### src/asqg_pkg.sv
// Shared constants, types and helpers for the annulus sector quad generator.
package asqg_pkg;

  localparam int unsigned SegmentsDefault = 100;
  localparam int unsigned AngleW   = 15;
  localparam int unsigned RadiusW  = 12;
  localparam int unsigned ColorW   = 24;
  localparam int unsigned CoordW   = 18;
  localparam int unsigned IndexW   = 7;
  localparam int unsigned TrigW    = 16;
  localparam int unsigned CordicIt = 16;
  localparam int unsigned CordicW  = 34;
  localparam int unsigned ZW       = 20;

  localparam logic signed [AngleW+1:0] PiQ12     = 17'sd12868;
  localparam logic signed [AngleW+1:0] HalfPiQ12 = 17'sd6434;
  localparam logic signed [AngleW+1:0] TwoPiQ12  = 17'sd25736;
  localparam logic signed [CordicW-1:0] CordicK  = 34'sd652032874;
  localparam logic signed [CoordW-1:0] CenterX   = 18'sd15360;
  localparam logic signed [CoordW-1:0] CenterY   = 18'sd8640;
  localparam logic [ColorW-1:0] ColorReset       = 24'hFFFFFF;

  localparam int unsigned AddrW = 5;
  typedef enum logic [AddrW-1:0] {
    RegStart  = 5'd0,
    RegEnd    = 5'd4,
    RegRad0   = 5'd8,
    RegRad1   = 5'd12,
    RegColor  = 5'd16
  } reg_addr_e;

  function automatic logic signed [ZW-1:0] atan_lut(input logic [3:0] idx);
    logic signed [ZW-1:0] v;
    case (idx)
      4'd0:  v = 20'sd51472;
      4'd1:  v = 20'sd30386;
      4'd2:  v = 20'sd16055;
      4'd3:  v = 20'sd8150;
      4'd4:  v = 20'sd4091;
      4'd5:  v = 20'sd2047;
      4'd6:  v = 20'sd1024;
      4'd7:  v = 20'sd512;
      4'd8:  v = 20'sd256;
      4'd9:  v = 20'sd128;
      4'd10: v = 20'sd64;
      4'd11: v = 20'sd32;
      4'd12: v = 20'sd16;
      4'd13: v = 20'sd8;
      4'd14: v = 20'sd4;
      default: v = 20'sd2;
    endcase
    return v;
  endfunction

  // folded angle request handed from front to back
  typedef struct packed {
    logic signed [ZW-1:0] z0;
    logic                 neg0;
    logic signed [ZW-1:0] z1;
    logic                 neg1;
    logic [RadiusW-1:0]   rad0;
    logic [RadiusW-1:0]   rad1;
    logic [ColorW-1:0]    color;
  } front_req_t;

endpackage

### src/asqg_front.sv
// Front end: clamps index, computes edge angles, wraps and folds them.
module asqg_front #(
  parameter int unsigned Segments = asqg_pkg::SegmentsDefault
) (
  input  logic                                  clk_i,
  input  logic                                  rst_ni,
  input  logic                                  valid_i,
  output logic                                  stall_o,
  input  logic [asqg_pkg::IndexW-1:0]           index_i,
  input  logic signed [asqg_pkg::AngleW-1:0]    start_i,
  input  logic signed [asqg_pkg::AngleW-1:0]    end_i,
  input  logic [asqg_pkg::RadiusW-1:0]          rad0_i,
  input  logic [asqg_pkg::RadiusW-1:0]          rad1_i,
  input  logic [asqg_pkg::ColorW-1:0]           color_i,
  output logic                                  valid_o,
  input  logic                                  stall_i,
  output asqg_pkg::front_req_t                  req_o
);
  import asqg_pkg::*;

  localparam int unsigned KW   = $clog2(Segments + 1) + 1;
  localparam int unsigned ProdW = AngleW + 1 + KW;
  localparam int unsigned RecS  = ProdW + 8;
  // reciprocal for exact division of |d*k| < 2^(ProdW-1) by Segments
  localparam longint unsigned RecM = ((64'd1 << RecS) + Segments - 1) / Segments;
  localparam int unsigned RecW  = RecS + 2 - $clog2(Segments + 1) + 1;

  // stage 0: register clamped k and difference
  logic               v0_q, v1_q;
  logic [KW-1:0]      k_q;
  logic signed [AngleW:0] diff_q;
  logic signed [AngleW-1:0] st0_q, st1_q;
  logic [RadiusW-1:0] r0a_q, r1a_q, r0b_q, r1b_q;
  logic [ColorW-1:0]  ca_q, cb_q;
  logic [ProdW-1:0]   p0_q, p1_q;
  logic               s0_q, s1_q;

  logic adv;
  assign adv = !(valid_o && stall_i);
  assign stall_o = !adv;

  logic [KW-1:0] k_d;
  always_comb begin
    if ({1'b0, index_i} > (IndexW + 1)'(Segments - 1)) k_d = KW'(Segments - 1);
    else k_d = KW'(index_i);
  end

  // products d*k and d*(k+1), magnitudes
  logic signed [ProdW-1:0] pa, pb;
  assign pa = ProdW'(diff_q) * $signed({1'b0, k_q});
  assign pb = ProdW'(diff_q) * $signed({1'b0, k_q + KW'(1)});

  always_ff @(posedge clk_i or negedge rst_ni) begin
    if (!rst_ni) begin
      v0_q <= 1'b0;
      v1_q <= 1'b0;
    end else if (adv) begin
      v0_q <= valid_i;
      v1_q <= v0_q;
    end
  end

  always_ff @(posedge clk_i) begin
    if (adv) begin
      k_q    <= k_d;
      diff_q <= (AngleW + 1)'(end_i) - (AngleW + 1)'(start_i);
      st0_q  <= start_i;
      r0a_q  <= rad0_i;
      r1a_q  <= rad1_i;
      ca_q   <= color_i;
      st1_q  <= st0_q;
      r0b_q  <= r0a_q;
      r1b_q  <= r1a_q;
      cb_q   <= ca_q;
      s0_q   <= pa[ProdW-1];
      s1_q   <= pb[ProdW-1];
      p0_q   <= pa[ProdW-1] ? ProdW'(-pa) : ProdW'(pa);
      p1_q   <= pb[ProdW-1] ? ProdW'(-pb) : ProdW'(pb);
    end
  end

  function automatic logic signed [AngleW+2:0] quot(input logic [ProdW-1:0] m,
                                                    input logic s);
    logic [ProdW+RecW-1:0] prod;
    logic [AngleW+1:0]     q;
    prod = (ProdW + RecW)'(m) * (ProdW + RecW)'(RecM);
    q = (AngleW + 2)'(prod >> RecS);
    return s ? -$signed({1'b0, q}) : $signed({1'b0, q});
  endfunction

  function automatic void fold(input logic signed [AngleW+2:0] a_in,
                               output logic signed [ZW-1:0] z,
                               output logic n);
    logic signed [AngleW+2:0] a;
    a = a_in;
    n = 1'b0;
    if (a > (AngleW + 3)'(PiQ12)) a = a - (AngleW + 3)'(TwoPiQ12);
    if (a < -(AngleW + 3)'(PiQ12)) a = a + (AngleW + 3)'(TwoPiQ12);
    if (a > (AngleW + 3)'(HalfPiQ12)) begin
      a = a - (AngleW + 3)'(PiQ12);
      n = 1'b1;
    end else if (a < -(AngleW + 3)'(HalfPiQ12)) begin
      a = a + (AngleW + 3)'(PiQ12);
      n = 1'b1;
    end
    z = ZW'(a) <<< 4;
  endfunction

  front_req_t req_d;
  logic signed [AngleW+2:0] a0, a1;
  always_comb begin
    a0 = (AngleW + 3)'(st1_q) + quot(p0_q, s0_q);
    a1 = (AngleW + 3)'(st1_q) + quot(p1_q, s1_q);
    fold(a0, req_d.z0, req_d.neg0);
    fold(a1, req_d.z1, req_d.neg1);
    req_d.rad0  = r0b_q;
    req_d.rad1  = r1b_q;
    req_d.color = cb_q;
  end

  always_ff @(posedge clk_i or negedge rst_ni) begin
    if (!rst_ni) valid_o <= 1'b0;
    else if (adv) valid_o <= v1_q;
  end

  always_ff @(posedge clk_i) begin
    if (adv) req_o <= req_d;
  end

endmodule

### config.mk
export PLATFORM = sky130hd
export DESIGN_NAME = asqg_front
export DESIGN_NICKNAME = d
export VERILOG_FILES = /design/src/asqg_pkg.sv /design/src/asqg_front.sv
export SDC_FILE = /design/constraint.sdc
export NUM_CORES = 2
export LEC_CHECK = 0
export ABC_AREA = 1
export BUFFER_PORTS_ARGS = -buffer_cell sky130_fd_sc_hd__buf_2
export CELL_PAD_IN_SITES_DETAIL_PLACEMENT = 1
export CELL_PAD_IN_SITES_GLOBAL_PLACEMENT = 2
export CORE_ASPECT_RATIO = 0.75
export CORE_UTILIZATION = 40
export DETAILED_ROUTE_END_ITERATION = 10
export MAX_ROUTING_LAYER = met4
export PLACE_DENSITY_LB_ADDON = 0.1
export SYNTH_ARGS = -nofsm -noshare
export SYNTH_HDL_FRONTEND = slang
export SYNTH_SLANG_ARGS = --single-unit
### constraint.sdc
create_clock -name clk_i -period 14.3 [get_ports clk_i]
set_clock_uncertainty 0.15 [all_clocks]
set_input_delay 0 -clock clk_i [delete_from_list [all_inputs] [get_ports clk_i]]
set_output_delay 0 -clock clk_i [all_outputs]
set_load 0.01 [all_outputs]
==> out/results.tsv <==
metric	value	unit
cap_violations	0	
rows	109	
routed_wl	155000	um
final_layout_size_suffix_gt1_share	6.22	%
worstHoldPathType	in -> reg	
top_level_ports	181	
via_count	39000	
multiInputGateArea	33700	um2
ys.flop_type	edfxtp_1	
cp_slowest_cell	edfxtp_1	
rsz0062_at_grt	false	
post_cts_buffers	0	
worstPathBufferInverterCount	7	
grt_max_degree	73	
r2r_cells	55	
grt_first_pass_wirelength	245000	um
nFillCells	14400	
cp-end-kind	flop	
fin_crit	12.88	ns
insertion_delay	0.62	ns
seq_area_frac_synth	17.7	%
outcome	complete, no violations	
cpLargestDelayFamily	simple AND/OR/NAND/NOR gates	
fmax	77.6	MHz
core_area	118000	um2
die_area	121000	um2
critical_path.max_stage_delay	0.66	ns
synth-warning-count	0	
first_global_vias	41900	
antenna_found_initial	4	
dr.pass1.iters	5	
synth-seq-cells	284	
syn_area_per_cell	8.02	um2
critical_path.max_fanout	21	
dp_cells	7659	
period_share	90.1	%
worstPathArrival	13.08	ns
holdPathStages	2	
place_congestion	0.940	
syn_inst	5990	
grt_use_total	26.8	%
synthArstFlopShare	1.06	%
drt_iter0_drc	2338	
wl_per_cell	19.7	um
cp_common_cell	nand2_1	
drcViolationCount	0	
initial_utilization	40.6	%
setup_viol	0	
criticalPathCategory	reg -> reg	
final_area	53200	um2
die_y	302	um
cts_max_path_buffers	3	
routed_via_density	4.96	
path_depth	55	
maxSlewHeadroom	38.5	%
finalMaxSlewViolations	0	
dpl.hpwl	133000	um
syn2layout_area_growth	10.8	%
hold_viol	0	
max_slew.worst_pin.slew	0.922	ns
cts_tree	built	
h-tree-depth	2	
synth_cell_types	55	
register_area	8510	um2
clkSinkCount	284	
drtAntennaViolNets	0	
cts.clk_slew.worst_paths	0.06	ns
die_w	402	um
cp_data_required_time	14.50	ns
whs	0.0236	ns
tns	0	ns
start_kind	flop	
ctsRootBufferMaster	clkbuf_16	
grt-ovfl-total	0	
synth-edff-count	281	
syn_area	48000	um2
cts_buffers	36	
port_buffers	172	
diodes	0	
nets	7618	
final_cells	7873	
placed_area	50600	um2
[path summary, 6_finish.rpt]
kind                              to  slack [ns]        start
setup / recovery           req_o[55]        1.42      p1_q[7]
hold / removal              ca_q[18]        0.02  color_i[18]
setup reg to reg           req_o[55]        1.42      p1_q[7]
hold reg to reg             r1b_q[7]        0.26     r1a_q[7]
max in group asynchronous    valid_o       13.70       rst_ni
min in group asynchronous       v0_q        0.14       rst_ni
[per-layer routing]
metal / GRT usage (%) / part of all wire [%]
met5: - / 0
met4: 3.31 / 1.1
met3: 4.37 / 5.9
met2: 39.0 / 41
met1: 39.9 / 52
[synth_stat cells, types with 14 or more instances]
library cell	number	area share [%]
a21oi_1	166	1.7
buf_4	14	0.22
clkbuf_1	44	0.34
edfxtp_1	281	18
fa_1	587	24
ha_1	650	17
inv_1	1422	11
inv_2	19	0.15
nand2_1	1485	12
nand2_2	46	0.60
nand3_1	232	2.4
nand3b_1	18	0.28
nand4_1	81	1.1
nor2_1	435	3.4
nor2_2	21	0.27
nor3_1	42	0.44
o21ai_0	61	0.64
o21ai_1	20	0.21
o21bai_1	28	0.44
or2_2	18	0.23
xnor2_1	55	1.0
xor2_1	153	2.8
[layout make-up]
| class | count | area share [%] |
|---|---|---|
| Timing Repair Buffer | 336 | 4.63 |
| Tap cell | 1554 | 3.65 |
| Multi-Input combinational cell | 4186 | 63.3 |
| Sequential cell | 284 | 16.0 |
| Clock inverter | 21 | 0.367 |
| Clock buffer | 44 | 1.83 |
| Inverter | 1448 | 10.2 |
[through the flow]
step / worst slack, ns / util, %
final: 1.42 / 45.0
after global routing: 0.373 / 45.0
after CTS: 1.42 / 45.0
after detailed placement: 1.48 / 42.7
after global placement: 1.73 / 42.7
after floorplan: 3.91 / -
[cells by family after synthesis]
family / Yosys count / share of synthesized area [%]
compound gates: 311 / 3.64
xor+xnor: 209 / 3.83
fa+ha+maj: 1237 / 41.4
buf+inv: 1527 / 12.2
flops: 284 / 17.7
other cells: 1 / 0.00781
simple gates: 2421 / 21.2
[flip-flops by register name, summed over array words and instances, names as in the netlist, 7 cells and up]
| signal | flops |
|---|---|
| ca_q | 24 |
| p0_q | 24 |
| st1_q | 15 |
| p1_q | 24 |
| r0b_q | 12 |
| req_o | 82 |
| r1b_q | 12 |
| diff_q | 16 |
| r1a_q | 12 |
| k_q | 7 |
| r0a_q | 12 |
| cb_q | 24 |
| st0_q | 15 |
[repair_timing]
| item | CTS | global route |
|---|---|---|
| hold buffers | 149 | 0 |
| setup endpoints to repair | 0 | 0 |
| resized for setup | 0 | 0 |
| hold endpoints to repair | 90 | 0 |
[cells in the final DEF, fill, tap and decap left out, types with 8 or more instances in the layout]
cell type | netlist | routed
o21ai_0 | 61 | 61
xnor2_1 | 55 | 55
conb_1 | 1 | 8
a31oi_1 | 8 | 8
or2_2 | 18 | 18
a21oi_1 | 166 | 166
o21bai_1 | 28 | 28
fa_1 | 587 | 587
buf_2 | 8 | 172
nor3_1 | 42 | 42
dlygate4sd3_1 | 0 | 149
nor2_1 | 435 | 435
nand4_1 | 81 | 81
clkinv_2 | 0 | 8
nand2_4 | 8 | 9
inv_2 | 19 | 19
xor2_1 | 153 | 152
clkbuf_16 | 0 | 37
buf_4 | 14 | 15
inv_1 | 1422 | 1422
edfxtp_1 | 281 | 281
nand3_1 | 232 | 232
nand3b_1 | 18 | 18
nand2_2 | 46 | 46
o21ai_1 | 20 | 20
nand2_1 | 1485 | 1484
ha_1 | 650 | 650
nor2_2 | 21 | 21
Power is not shown: default switching activity piles up to over one toggle a cycle in this logic, so the estimate is an artifact.
