## config.mk

```make
export PLATFORM = sky130hd
export DESIGN_NAME = asqg_fifo
export DESIGN_NICKNAME = d
export VERILOG_FILES = /design/src/asqg_pkg.sv /design/src/asqg_fifo.sv
export SDC_FILE = /design/constraint.sdc
export NUM_CORES = 1
export LEC_CHECK = 0
export ABC_AREA = 1
export BUFFER_PORTS_ARGS = -buffer_cell sky130_fd_sc_hd__buf_2
export CORE_MARGIN = 1.5
export CORE_UTILIZATION = 40
export DETAILED_ROUTE_END_ITERATION = 12
export PLACE_DENSITY = 0.61
export RECOVER_POWER = 25
export SETUP_SLACK_MARGIN = 0.2
export SLEW_MARGIN = 20
export SYNTH_ARGS = -nofsm -noshare
export SYNTH_HDL_FRONTEND = slang
export SYNTH_SLANG_ARGS = --single-unit
```

## constraint.sdc

```tcl
create_clock -name clk_i -period 4.6 [get_ports clk_i]
set_clock_uncertainty 0.05 [all_clocks]
set_input_delay 0.23 -clock clk_i [delete_from_list [all_inputs] [get_ports clk_i]]
set_output_delay 0.23 -clock clk_i [all_outputs]
set_load 0.02 [all_outputs]
```

## src/asqg_pkg.sv

```systemverilog
// Shared constants, types and helpers for the annulus sector quad generator.
package asqg_pkg;

  localparam int unsigned SegmentsDefault = 100;
  localparam int unsigned AngleW   = 15;
  localparam int unsigned RadiusW  = 12;
  localparam int unsigned ColorW   = 24;
  localparam int unsigned CoordW   = 18;
  localparam int unsigned IndexW   = 7;
  localparam int unsigned TrigW    = 16;
  localparam int unsigned CordicIt = 16;
  localparam int unsigned CordicW  = 34;
  localparam int unsigned ZW       = 20;

  localparam logic signed [AngleW+1:0] PiQ12     = 17'sd12868;
  localparam logic signed [AngleW+1:0] HalfPiQ12 = 17'sd6434;
  localparam logic signed [AngleW+1:0] TwoPiQ12  = 17'sd25736;
  localparam logic signed [CordicW-1:0] CordicK  = 34'sd652032874;
  localparam logic signed [CoordW-1:0] CenterX   = 18'sd15360;
  localparam logic signed [CoordW-1:0] CenterY   = 18'sd8640;
  localparam logic [ColorW-1:0] ColorReset       = 24'hFFFFFF;

  localparam int unsigned AddrW = 5;
  typedef enum logic [AddrW-1:0] {
    RegStart  = 5'd0,
    RegEnd    = 5'd4,
    RegRad0   = 5'd8,
    RegRad1   = 5'd12,
    RegColor  = 5'd16
  } reg_addr_e;

  function automatic logic signed [ZW-1:0] atan_lut(input logic [3:0] idx);
    logic signed [ZW-1:0] v;
    case (idx)
      4'd0:  v = 20'sd51472;
      4'd1:  v = 20'sd30386;
      4'd2:  v = 20'sd16055;
      4'd3:  v = 20'sd8150;
      4'd4:  v = 20'sd4091;
      4'd5:  v = 20'sd2047;
      4'd6:  v = 20'sd1024;
      4'd7:  v = 20'sd512;
      4'd8:  v = 20'sd256;
      4'd9:  v = 20'sd128;
      4'd10: v = 20'sd64;
      4'd11: v = 20'sd32;
      4'd12: v = 20'sd16;
      4'd13: v = 20'sd8;
      4'd14: v = 20'sd4;
      default: v = 20'sd2;
    endcase
    return v;
  endfunction

  // folded angle request handed from front to back
  typedef struct packed {
    logic signed [ZW-1:0] z0;
    logic                 neg0;
    logic signed [ZW-1:0] z1;
    logic                 neg1;
    logic [RadiusW-1:0]   rad0;
    logic [RadiusW-1:0]   rad1;
    logic [ColorW-1:0]    color;
  } front_req_t;

endpackage

```

## src/asqg_fifo.sv

```systemverilog
// Short request queue between front and back ends.
module asqg_fifo #(
  parameter int unsigned Depth = 4
) (
  input  logic                 clk_i,
  input  logic                 rst_ni,
  input  logic                 valid_i,
  output logic                 stall_o,
  input  asqg_pkg::front_req_t req_i,
  output logic                 valid_o,
  input  logic                 stall_i,
  output asqg_pkg::front_req_t req_o
);
  import asqg_pkg::*;

  localparam int unsigned PW = $clog2(Depth);

  front_req_t      mem_q [Depth];
  logic [PW-1:0]   wp_q, rp_q;
  logic [PW:0]     cnt_q;
  logic            push, pop;

  assign stall_o = cnt_q == (PW + 1)'(Depth);
  assign valid_o = cnt_q != '0;
  assign push    = valid_i && !stall_o;
  assign pop     = valid_o && !stall_i;
  assign req_o   = mem_q[rp_q];

  always_ff @(posedge clk_i or negedge rst_ni) begin
    if (!rst_ni) begin
      wp_q  <= '0;
      rp_q  <= '0;
      cnt_q <= '0;
    end else begin
      if (push) wp_q <= (wp_q == PW'(Depth - 1)) ? '0 : wp_q + PW'(1);
      if (pop)  rp_q <= (rp_q == PW'(Depth - 1)) ? '0 : rp_q + PW'(1);
      cnt_q <= cnt_q + (PW + 1)'(push) - (PW + 1)'(pop);
    end
  end

  always_ff @(posedge clk_i) begin
    if (push) mem_q[wp_q] <= req_i;
  end

`ifndef ASSERT_OFF
  a_no_over: assert property (@(posedge clk_i) disable iff (!rst_ni)
    cnt_q <= (PW + 1)'(Depth)) else $error("queue count overflow");
  a_cnt_step: assert property (@(posedge clk_i) disable iff (!rst_ni)
    (push && !pop) |=> cnt_q == $past(cnt_q) + (PW + 1)'(1))
    else $error("queue count missed push");
  a_ptr_eq: assert property (@(posedge clk_i) disable iff (!rst_ni)
    (cnt_q == '0) |-> (wp_q == rp_q)) else $error("empty queue pointers differ");
`endif

endmodule

```

==> metrics.yaml, run 1 <==
crit_fanout: 128
setup_viol: 0
crit_path_end_kind: "output port"
cts_root_buf: "clkbuf_16"
yosysSeqAreaShare_pct: 74.8
wl_per_cell_um: 15.9
cp.arrival_ns: 2.60
start_kind: "flop"
core_area_sq_um: 35800
drive_above_1_share_pct: 14.2
yosysWarnings: 0
htree_levels: 2
first_pass_iters: 5
clk_path_buf_depth: 3
clkTransAtPathRegs_ns: 0.06
io_pins: 186
syn-mean-instance-area_sq_um: 13.2
cts_tree: "done"
synth_fp_nets: 1211
clkSinkCount: 367
cts_buffers: 39
design_area_sq_um: 18100
dpl.hpwl_mm: 16.7
r2r_start: "cnt_q[1]"
yosysUniqueCellTypes: 13
track_usage_pct: 15.8
num_rows: 69
cts_setup_buffers: 0
grt_pass1_wl_mm: 47.0
grt_pass1_vias: 8664
hold_class: "in2async"
drc: 0
regArea_sq_um: 11000
hold_viol_final: 0
dpl_worst_slack_ns: 2.02
relSlewSlack_pct: 27.5
cts_resized: 0
overflow: 0
fmax_ghz: 0.347
grt_max_degree: 129
slew_viol_final: 0
netlist_area_sq_um: 14700
peakVddDrop_uv: 422
nFillCells: 3060
drt_iter0_drc: 465
powerDensity_nw_per_um2: 639
wl_met1_mm: 13.5
vias: 8881
setup.worst_path.class: "reg2out"
ff2ff_setup_slack_ns: 2.08
wl_met2_mm: 14.1
syn_to_final_growth_pct: 23.2
portBuffers: 185
finalWirelength_mm: 29.8
cap_violations: 0
worstSkewPairLatency_ns: 0.51
ctsHoldBuffers: 93
cp-startpoint: "rp_q[0]"
r2r_end: "mem_q[3][17]"
die_y_um: 195
gp_congestion: 0.704
rr_worst_depth: 5
dr_wl_met3_mm: 1.76
grt_setup_unrepaired: "no"
vias_per_cell: 4.74
antenna_found_initial: 2
p_leak_nw: 7.05
postSynthCellCount: 1109
power_w: 0.0116
initial_utilization_pct: 41.0
nets: 1484
placed_area_sq_um: 16000
required_ns: 4.32
dieWidth_um: 195
status: "finished clean"
die_area_sq_um: 37900
period_share_pct: 62.7
ys_ff_latch: 367
tightestPinTransition_ns: 1.08
antenna_left: 0
multi_input_area_sq_um: 2620
tns_ns: 0
fin_ws_ns: 1.72
dr.max_layer_used: "met4"
min_period_ns: 2.88
==> power by group <==
group | internal [W] | leakage (nW) | total (W) | switching, W
combinational | 0.00121 | 3.08 | 0.00390 | 0.00269
sequential | 0.00439 | 3.38 | 0.00474 | 0.000344
clock | 0.00174 | 0.589 | 0.00294 | 0.00120
total | 0.00734 | 7.05 | 0.0116 | 0.00423
==> cell type report <==
type                            instances  area share, %
Inverter                              196           4.07
Timing Repair Buffer                  291           10.8
Clock inverter                         19          0.774
Multi-Input combinational cell        487           14.5
Clock buffer                           51           5.88
Antenna cell                            2         0.0277
Tap cell                              461           3.19
Sequential cell                       367           60.8
==> routing by layer <==
layer | up-vias | track usage [%]
met1 | 4236 | 20.6
met3 | 39 | 3.78
met2 | 205 | 26.7
met5 | - | 0
li1 | 4401 | -
met4 | 0 | 3.96
==> logic make-up after synthesis <==
group	Yosys count	synth area share [%]
DFF	367	74.8
and+or+nand+nor	299	7.68
buffers and inverters	255	7.58
AOI/OAI and AO/OA	180	9.20
adders and majority gates	8	0.733
==> worst max-delay path, stage by stage (launching register included) <==
cell and delay, ns:
dfrtp_4 1.03, buf_12 0.45, nand2_1 0.11, o211ai_1 0.11, nand2_1 0.10, buf_2 0.17
==> synthesized netlist by cell type <==
cell type | instances | area share (%)
buf_2 | 32 | 1.1
buf_4 | 7 | 0.36
buf_6 | 12 | 0.92
clkbuf_1 | 8 | 0.20
dfrtp_1 | 7 | 1.2
edfxtp_1 | 360 | 74
fa_1 | 1 | 0.14
ha_1 | 7 | 0.60
inv_1 | 196 | 5.0
nand2_1 | 287 | 7.3
nand3_1 | 5 | 0.17
nor2_1 | 7 | 0.18
o211ai_1 | 180 | 9.2
==> sequential cells by signal, summed over array words and instances (netlist names) <==
name / cells
cnt_q: 3
mem_q: 360
rp_q: 2
wp_q: 2
==> cells in the final DEF, fill, tap and decap left out <==
cell type	instances
edfxtp_1	360
nand2_1	287
inv_1	195
o211ai_1	180
buf_2	130
dlygate4sd3_1	93
clkbuf_1	65
clkbuf_16	41
clkinv_1	10
ha_1	7
buf_4	7
clkinv_2	6
buf_12	6
nand3_1	5
dfrtp_1	5
nor2_4	4
nor2_1	3
diode_2	2
bufinv_16	2
dfrtp_4	2
fa_1	1
clkinv_4	1
inv_6	1
==> how the worst max path moves through the flow <==
stage,to,slack [ns],cells after the start
final,req_o[16],1.72,5
after global placement,mem_q[3][43],2.03,5
after global routing,req_o[18],1.50,5
after CTS,req_o[16],1.68,5
after floorplan,mem_q[0][0],-0.46,4
after detailed placement,mem_q[3][25],2.02,5
==> stage by stage <==
step	instances	hold slack, ns	utilization, %
final	1874	0.119	50.5
after global routing	1874	0.131	50.5
after CTS	1872	0.00620	50.7
after detailed placement	1709	0.0266	44.7
after global placement	1709	0.0213	44.7
after floorplan	1109	-0.116	-
No activity file was read; power rests on OpenSTA's default activity.
==> run 2, diff against run 1 <==
Clock period 4.6 ns to 2.45 ns, I/O delays scaled along.
==> run 2 against run 1 <==
Non-clock buffer count rose by 25. Clock power increased by 100%. Hold slack better by 0.20 ns. Cell count up 1.4%. Clock-buffer cell count decreased by 3. Register-to-register slack got worse by 1.7 ns. Sequential cell count stayed put. Total power is 96% higher. Sequential share of layout area is 1.5 points lower. Routed wire length up 1.0%. Critical path depth did not move. Critical path type unchanged. Highest routed layer unchanged.
==> metrics.yaml, run 2 (synthesized netlist as in run 1, its figures left out) <==
hold_class: "in2reg"
dpl.hpwl_mm: 17.5
start_kind: "flop"
vias: 9008
die_area_sq_um: 37900
cp-startpoint: "rp_q[1]"
cts_root_buf: "clkbuf_16"
initial_utilization_pct: 41.0
design_area_sq_um: 18600
portBuffers: 185
antenna_found_initial: 3
setup_viol: 0
cts_tree: "done"
p_leak_nw: 7.29
ff2ff_setup_slack_ns: 0.39
finalWirelength_mm: 30.2
r2r_end: "cnt_q[2]"
final_common_cell: "edfxtp_1"
p_clk_share_pct: 26.0
cap_violations: 0
power_w: 0.0227
first_pass_iters: 7
syn_to_final_growth_pct: 26.4
grt_pass1_wl_mm: 47.5
cts_buffers: 40
crit_fanout: 31
regMostFlops: "mem_q"
drc: 0
die_y_um: 195
clkTransAtPathRegs_ns: 0.06
seq_power_share_pct: 37.6
dieWidth_um: 195
mostFrequentLayoutCells: "edfxtp_1 (360), nand2_1 (285), inv_1 (195), o211ai_1 (180), buf_2 (132)"
cp.arrival_ns: 1.98
num_rows: 69
placed_area_sq_um: 16300
top_regs: "mem_q (360), cnt_q (3)"
core_area_sq_um: 35800
clkSinkCount: 367
track_usage_pct: 15.9
htree_levels: 2
grt_setup_unrepaired: "yes"
slew_viol_final: 0
worstSkewPairLatency_ns: 0.53
status: "finished clean"
hold_viol_final: 0
crit_path_end_kind: "output port"
vias_per_cell: 4.74
grt_pass1_vias: 8826
nets: 1510
overflow: 0
comb_power_share_pct: 36.3
antenna_left: 0
powerDensity_nw_per_um2: 1220
wl_per_cell_um: 15.9
crit_path_end: "req_o[4]"
relSlewSlack_pct: 63.5
fmax_ghz: 0.464
dr_wl_met3_mm: 1.44
tightestPinTransition_ns: 0.546
period_share_pct: 88.0
min_period_ns: 2.16
io_pins: 186
rr_worst_depth: 11
wl_met2_mm: 14.5
internal-power_w: 0.0145
drive_above_1_share_pct: 16.4
drt_iter0_drc: 459
setup.worst_path.class: "reg2out"
peakVddDrop_uv: 945
wl_met1_mm: 13.6
largest_reg_flops: 360
required_ns: 2.28
grt_max_degree: 101
p_sw_w: 0.00818
p_sw_share_pct: 36.0
gp_congestion: 0.728
dr.max_layer_used: "met4"
r2r_start: "cnt_q[1]"
clk_path_buf_depth: 3
[run 2: final cells by class]
class,count,area (sq um)
Clock inverter,23,245
Clock buffer,48,1050
Inverter,196,743
Multi-Input combinational cell,487,2630
Antenna cell,3,7.51
Timing Repair Buffer,316,2320
Fill cell,3073,17300
Tap cell,461,577
Sequential cell,367,11000
[run 2: routing by layer]
metal	GRT usage, %	up-vias
li1	-	4458
met1	20.7	4310
met2	27.1	198
met3	3.28	42
met4	4.54	0
met5	0	-
[run 2: what timing repair did]
| item | 4_1_cts | 5_1_grt |
|---|---|---|
| hold buffers | 94 | 0 |
| cloned | 0 | 2 |
| buffers inserted | 1 | 4 |
| resized for setup | 3 | 6 |
| endpoints found under the setup margin | 63 | 57 |
| pin swaps | 0 | 1 |
| hold endpoints to repair | 371 | 0 |
[run 2: worst min path at each step]
stage                     depth (start not counted)  slack (ns)       from      endpoint
after detailed placement                          1       -0.08     rst_ni      cnt_q[1]
after global placement                            1       -0.09     rst_ni      cnt_q[2]
final                                             2        0.31  req_i[27]  mem_q[3][27]
after floorplan                                   0       -0.22     rst_ni      cnt_q[0]
after CTS                                         2        0.25  req_i[65]  mem_q[1][65]
after global routing                              2        0.32   req_i[2]   mem_q[0][2]
[run 2: critical path: stages, from the launching register on]
cell and delay, ns:
dfrtp_4 0.53, inv_8 0.23, buf_4 0.28, o211ai_1 0.14, nand2_1 0.10, buf_2 0.17
[run 2: power by group through the flow]
stage          clock network, W  logic (W)  registers [W]
2_1_floorplan                 0    0.00542        0.00862
3_3_place_gp                  0    0.00795        0.00867
3_5_place_dp                  0    0.00802        0.00871
4_1_cts                 0.00608    0.00822        0.00856
5_1_grt                 0.00632    0.00910        0.00865
6_report                0.00592    0.00825        0.00855
[run 2: per-stage QoR]
stage	setup TNS [ns]	util (%)	hold WS, ns	instances	setup WS, ns
final	0	51.8	0.315	1901	0.295
after CTS	0	51.7	0.254	1892	0.202
after detailed placement	0	45.4	-0.0841	1726	0.401
after global placement	0	45.4	-0.0860	1726	0.439
after global routing	0	51.8	0.323	1901	0.190
after floorplan	-12.14	-	-0.223	1109	-0.0496
==> run 3, diff against run 2 <==
Settings changed: RECOVER_POWER 25 to unset.
==> run 3 against run 2 <==
Sequential power is essentially flat. Non-clock buffer count is the same. Via count shrank 0.36%. Hold slack lost 0.029 ns. Clock-buffer cell count is the same. Routed wire length shrank 0.27%. Global-route usage is the same. Design area grew 0.36%. Sequential share of layout area shrank 0.21 points. Maximum frequency is essentially flat. Critical path depth is the same. Die area is the same. Largest power group unchanged.
==> metrics.yaml, run 3 (synthesized netlist as in run 1, its figures left out) <==
cp.arrival_ns: 1.98
largest_reg_flops: 360
status: "finished clean"
tightestPinTransition_ns: 0.552
grt_pass1_vias: 8826
top_regs: "mem_q (360), cnt_q (3)"
p_sw_share_pct: 35.9
core_area_sq_um: 35800
overflow: 0
cts_root_buf: "clkbuf_16"
cts_tree: "done"
regMostFlops: "mem_q"
period_share_pct: 87.9
drc: 0
final_cells: 1901
clk_path_buf_depth: 3
seq_power_share_pct: 37.6
first_pass_iters: 4
worstSkewPairLatency_ns: 0.53
regArea_sq_um: 11000
required_ns: 2.28
comb_power_share_pct: 36.3
finalWirelength_mm: 30.1
antenna_found_initial: 3
crit_fanout: 31
vias_per_cell: 4.72
vias: 8976
p_clk_share_pct: 26.0
min_period_ns: 2.15
track_usage_pct: 15.9
num_rows: 69
fin_hold_ws_ns: 0.286
nFillCells: 3055
dieWidth_um: 195
drt_iter0_drc: 460
cap_violations: 0
setup_viol: 0
grt_max_degree: 101
setup.worst_path.class: "reg2out"
grt_setup_unrepaired: "yes"
initial_utilization_pct: 41.0
gp_congestion: 0.728
powerDensity_nw_per_um2: 1220
io_pins: 186
clkTransAtPathRegs_ns: 0.06
clkSinkCount: 367
crit_path_end_kind: "output port"
syn_to_final_growth_pct: 26.9
htree_levels: 2
mostFrequentLayoutCells: "edfxtp_1 (360), nand2_1 (285), inv_1 (195), buf_2 (185), o211ai_1 (180)"
p_sw_w: 0.00816
antenna_left: 0
slew_viol_final: 0
portBuffers: 185
die_y_um: 195
dpl.hpwl_mm: 17.5
fmax_ghz: 0.464
drive_above_1_share_pct: 20.1
place_inst: 1726
final_common_cell: "edfxtp_1"
peakVddDrop_uv: 943
p_leak_nw: 7.44
multi_input_area_sq_um: 2630
internal-power_w: 0.0146
cts_buffers: 40
start_kind: "flop"
hold_class: "in2reg"
die_area_sq_um: 37900
nets: 1510
hold_viol_final: 0
grt_pass1_wl_mm: 47.5
relSlewSlack_pct: 63.1
wl_per_cell_um: 15.8
-- run 3: changes by cell type in the layout (fill, tap and decap cells not counted), sizes merged --
cell	change
clkbuf	-53
buf	+53
-- run 3: critical path, stage by stage (launching register included) --
cell and delay, ns:
dfrtp_4 0.54, buf_12 0.20, clkbuf_16 0.21, o211ai_1 0.21, nand2_1 0.10, buf_2 0.17
-- run 3: power groups by stage --
stage / clock network [W] / logic (W) / registers (W)
final: 0.00592 / 0.00825 / 0.00855
after floorplan: 0 / 0.00542 / 0.00862
after global routing: 0.00632 / 0.00911 / 0.00865
after global placement: 0 / 0.00795 / 0.00867
after detailed placement: 0 / 0.00802 / 0.00871
after CTS: 0.00608 / 0.00822 / 0.00856
-- run 3: worst paths after layout --
kind / cells past startpoint / start / slack (ns) / end
min in group asynchronous: 3 / rst_ni / 0.49 / cnt_q[2]
worst max register to register: 11 / cnt_q[1] / 0.39 / cnt_q[2]
worst min-delay path: 2 / req_i[65] / 0.29 / mem_q[0][65]
max in group asynchronous: 3 / rst_ni / 1.57 / rp_q[0]
worst max-delay path: 5 / rp_q[0] / 0.30 / req_o[4]
worst min register to register: 1 / cnt_q[0] / 0.49 / cnt_q[0]
-- run 3: through the flow --
step / util (%) / TNS (ns) / instance area (sq um) / total power [W] / setup WS (ns)
floorplan: - / -12.14 / 14700 / 0.0140 / -0.0496
detailed placement: 45.4 / 0 / 16300 / 0.0167 / 0.401
finish: 52.0 / 0 / 18600 / 0.0227 / 0.297
global route: 52.0 / 0 / 18600 / 0.0241 / 0.190
CTS: 51.7 / 0 / 18500 / 0.0229 / 0.202
global placement: 45.4 / 0 / 16300 / 0.0166 / 0.439
-- run 3: layout make-up --
type | count | area share (%)
Tap cell | 461 | 3.10
Inverter | 196 | 3.99
Clock buffer | 48 | 5.65
Multi-Input combinational cell | 487 | 14.1
Antenna cell | 3 | 0.0403
Clock inverter | 23 | 1.32
Timing Repair Buffer | 316 | 12.8
Sequential cell | 367 | 59.0
-- run 3: routing by layer --
metal	part of all wire, %	vias up	routed length, um	global-route usage [%]
met5	0	-	0	0
met3	5.0	42	1500	3.28
met1	45	4288	13400	20.7
li1	-	4459	-	-
met4	1.9	0	586	4.54
met2	48	187	14600	27.1
-- run 3: timing repair --
item / CTS / global route
pin swaps: 0 / 1
cloned: 0 / 2
resized for setup: 3 / 6
buffers inserted: 1 / 4
hold endpoints to repair: 371 / 0
setup endpoints to repair: 63 / 57
hold buffers: 94 / 0
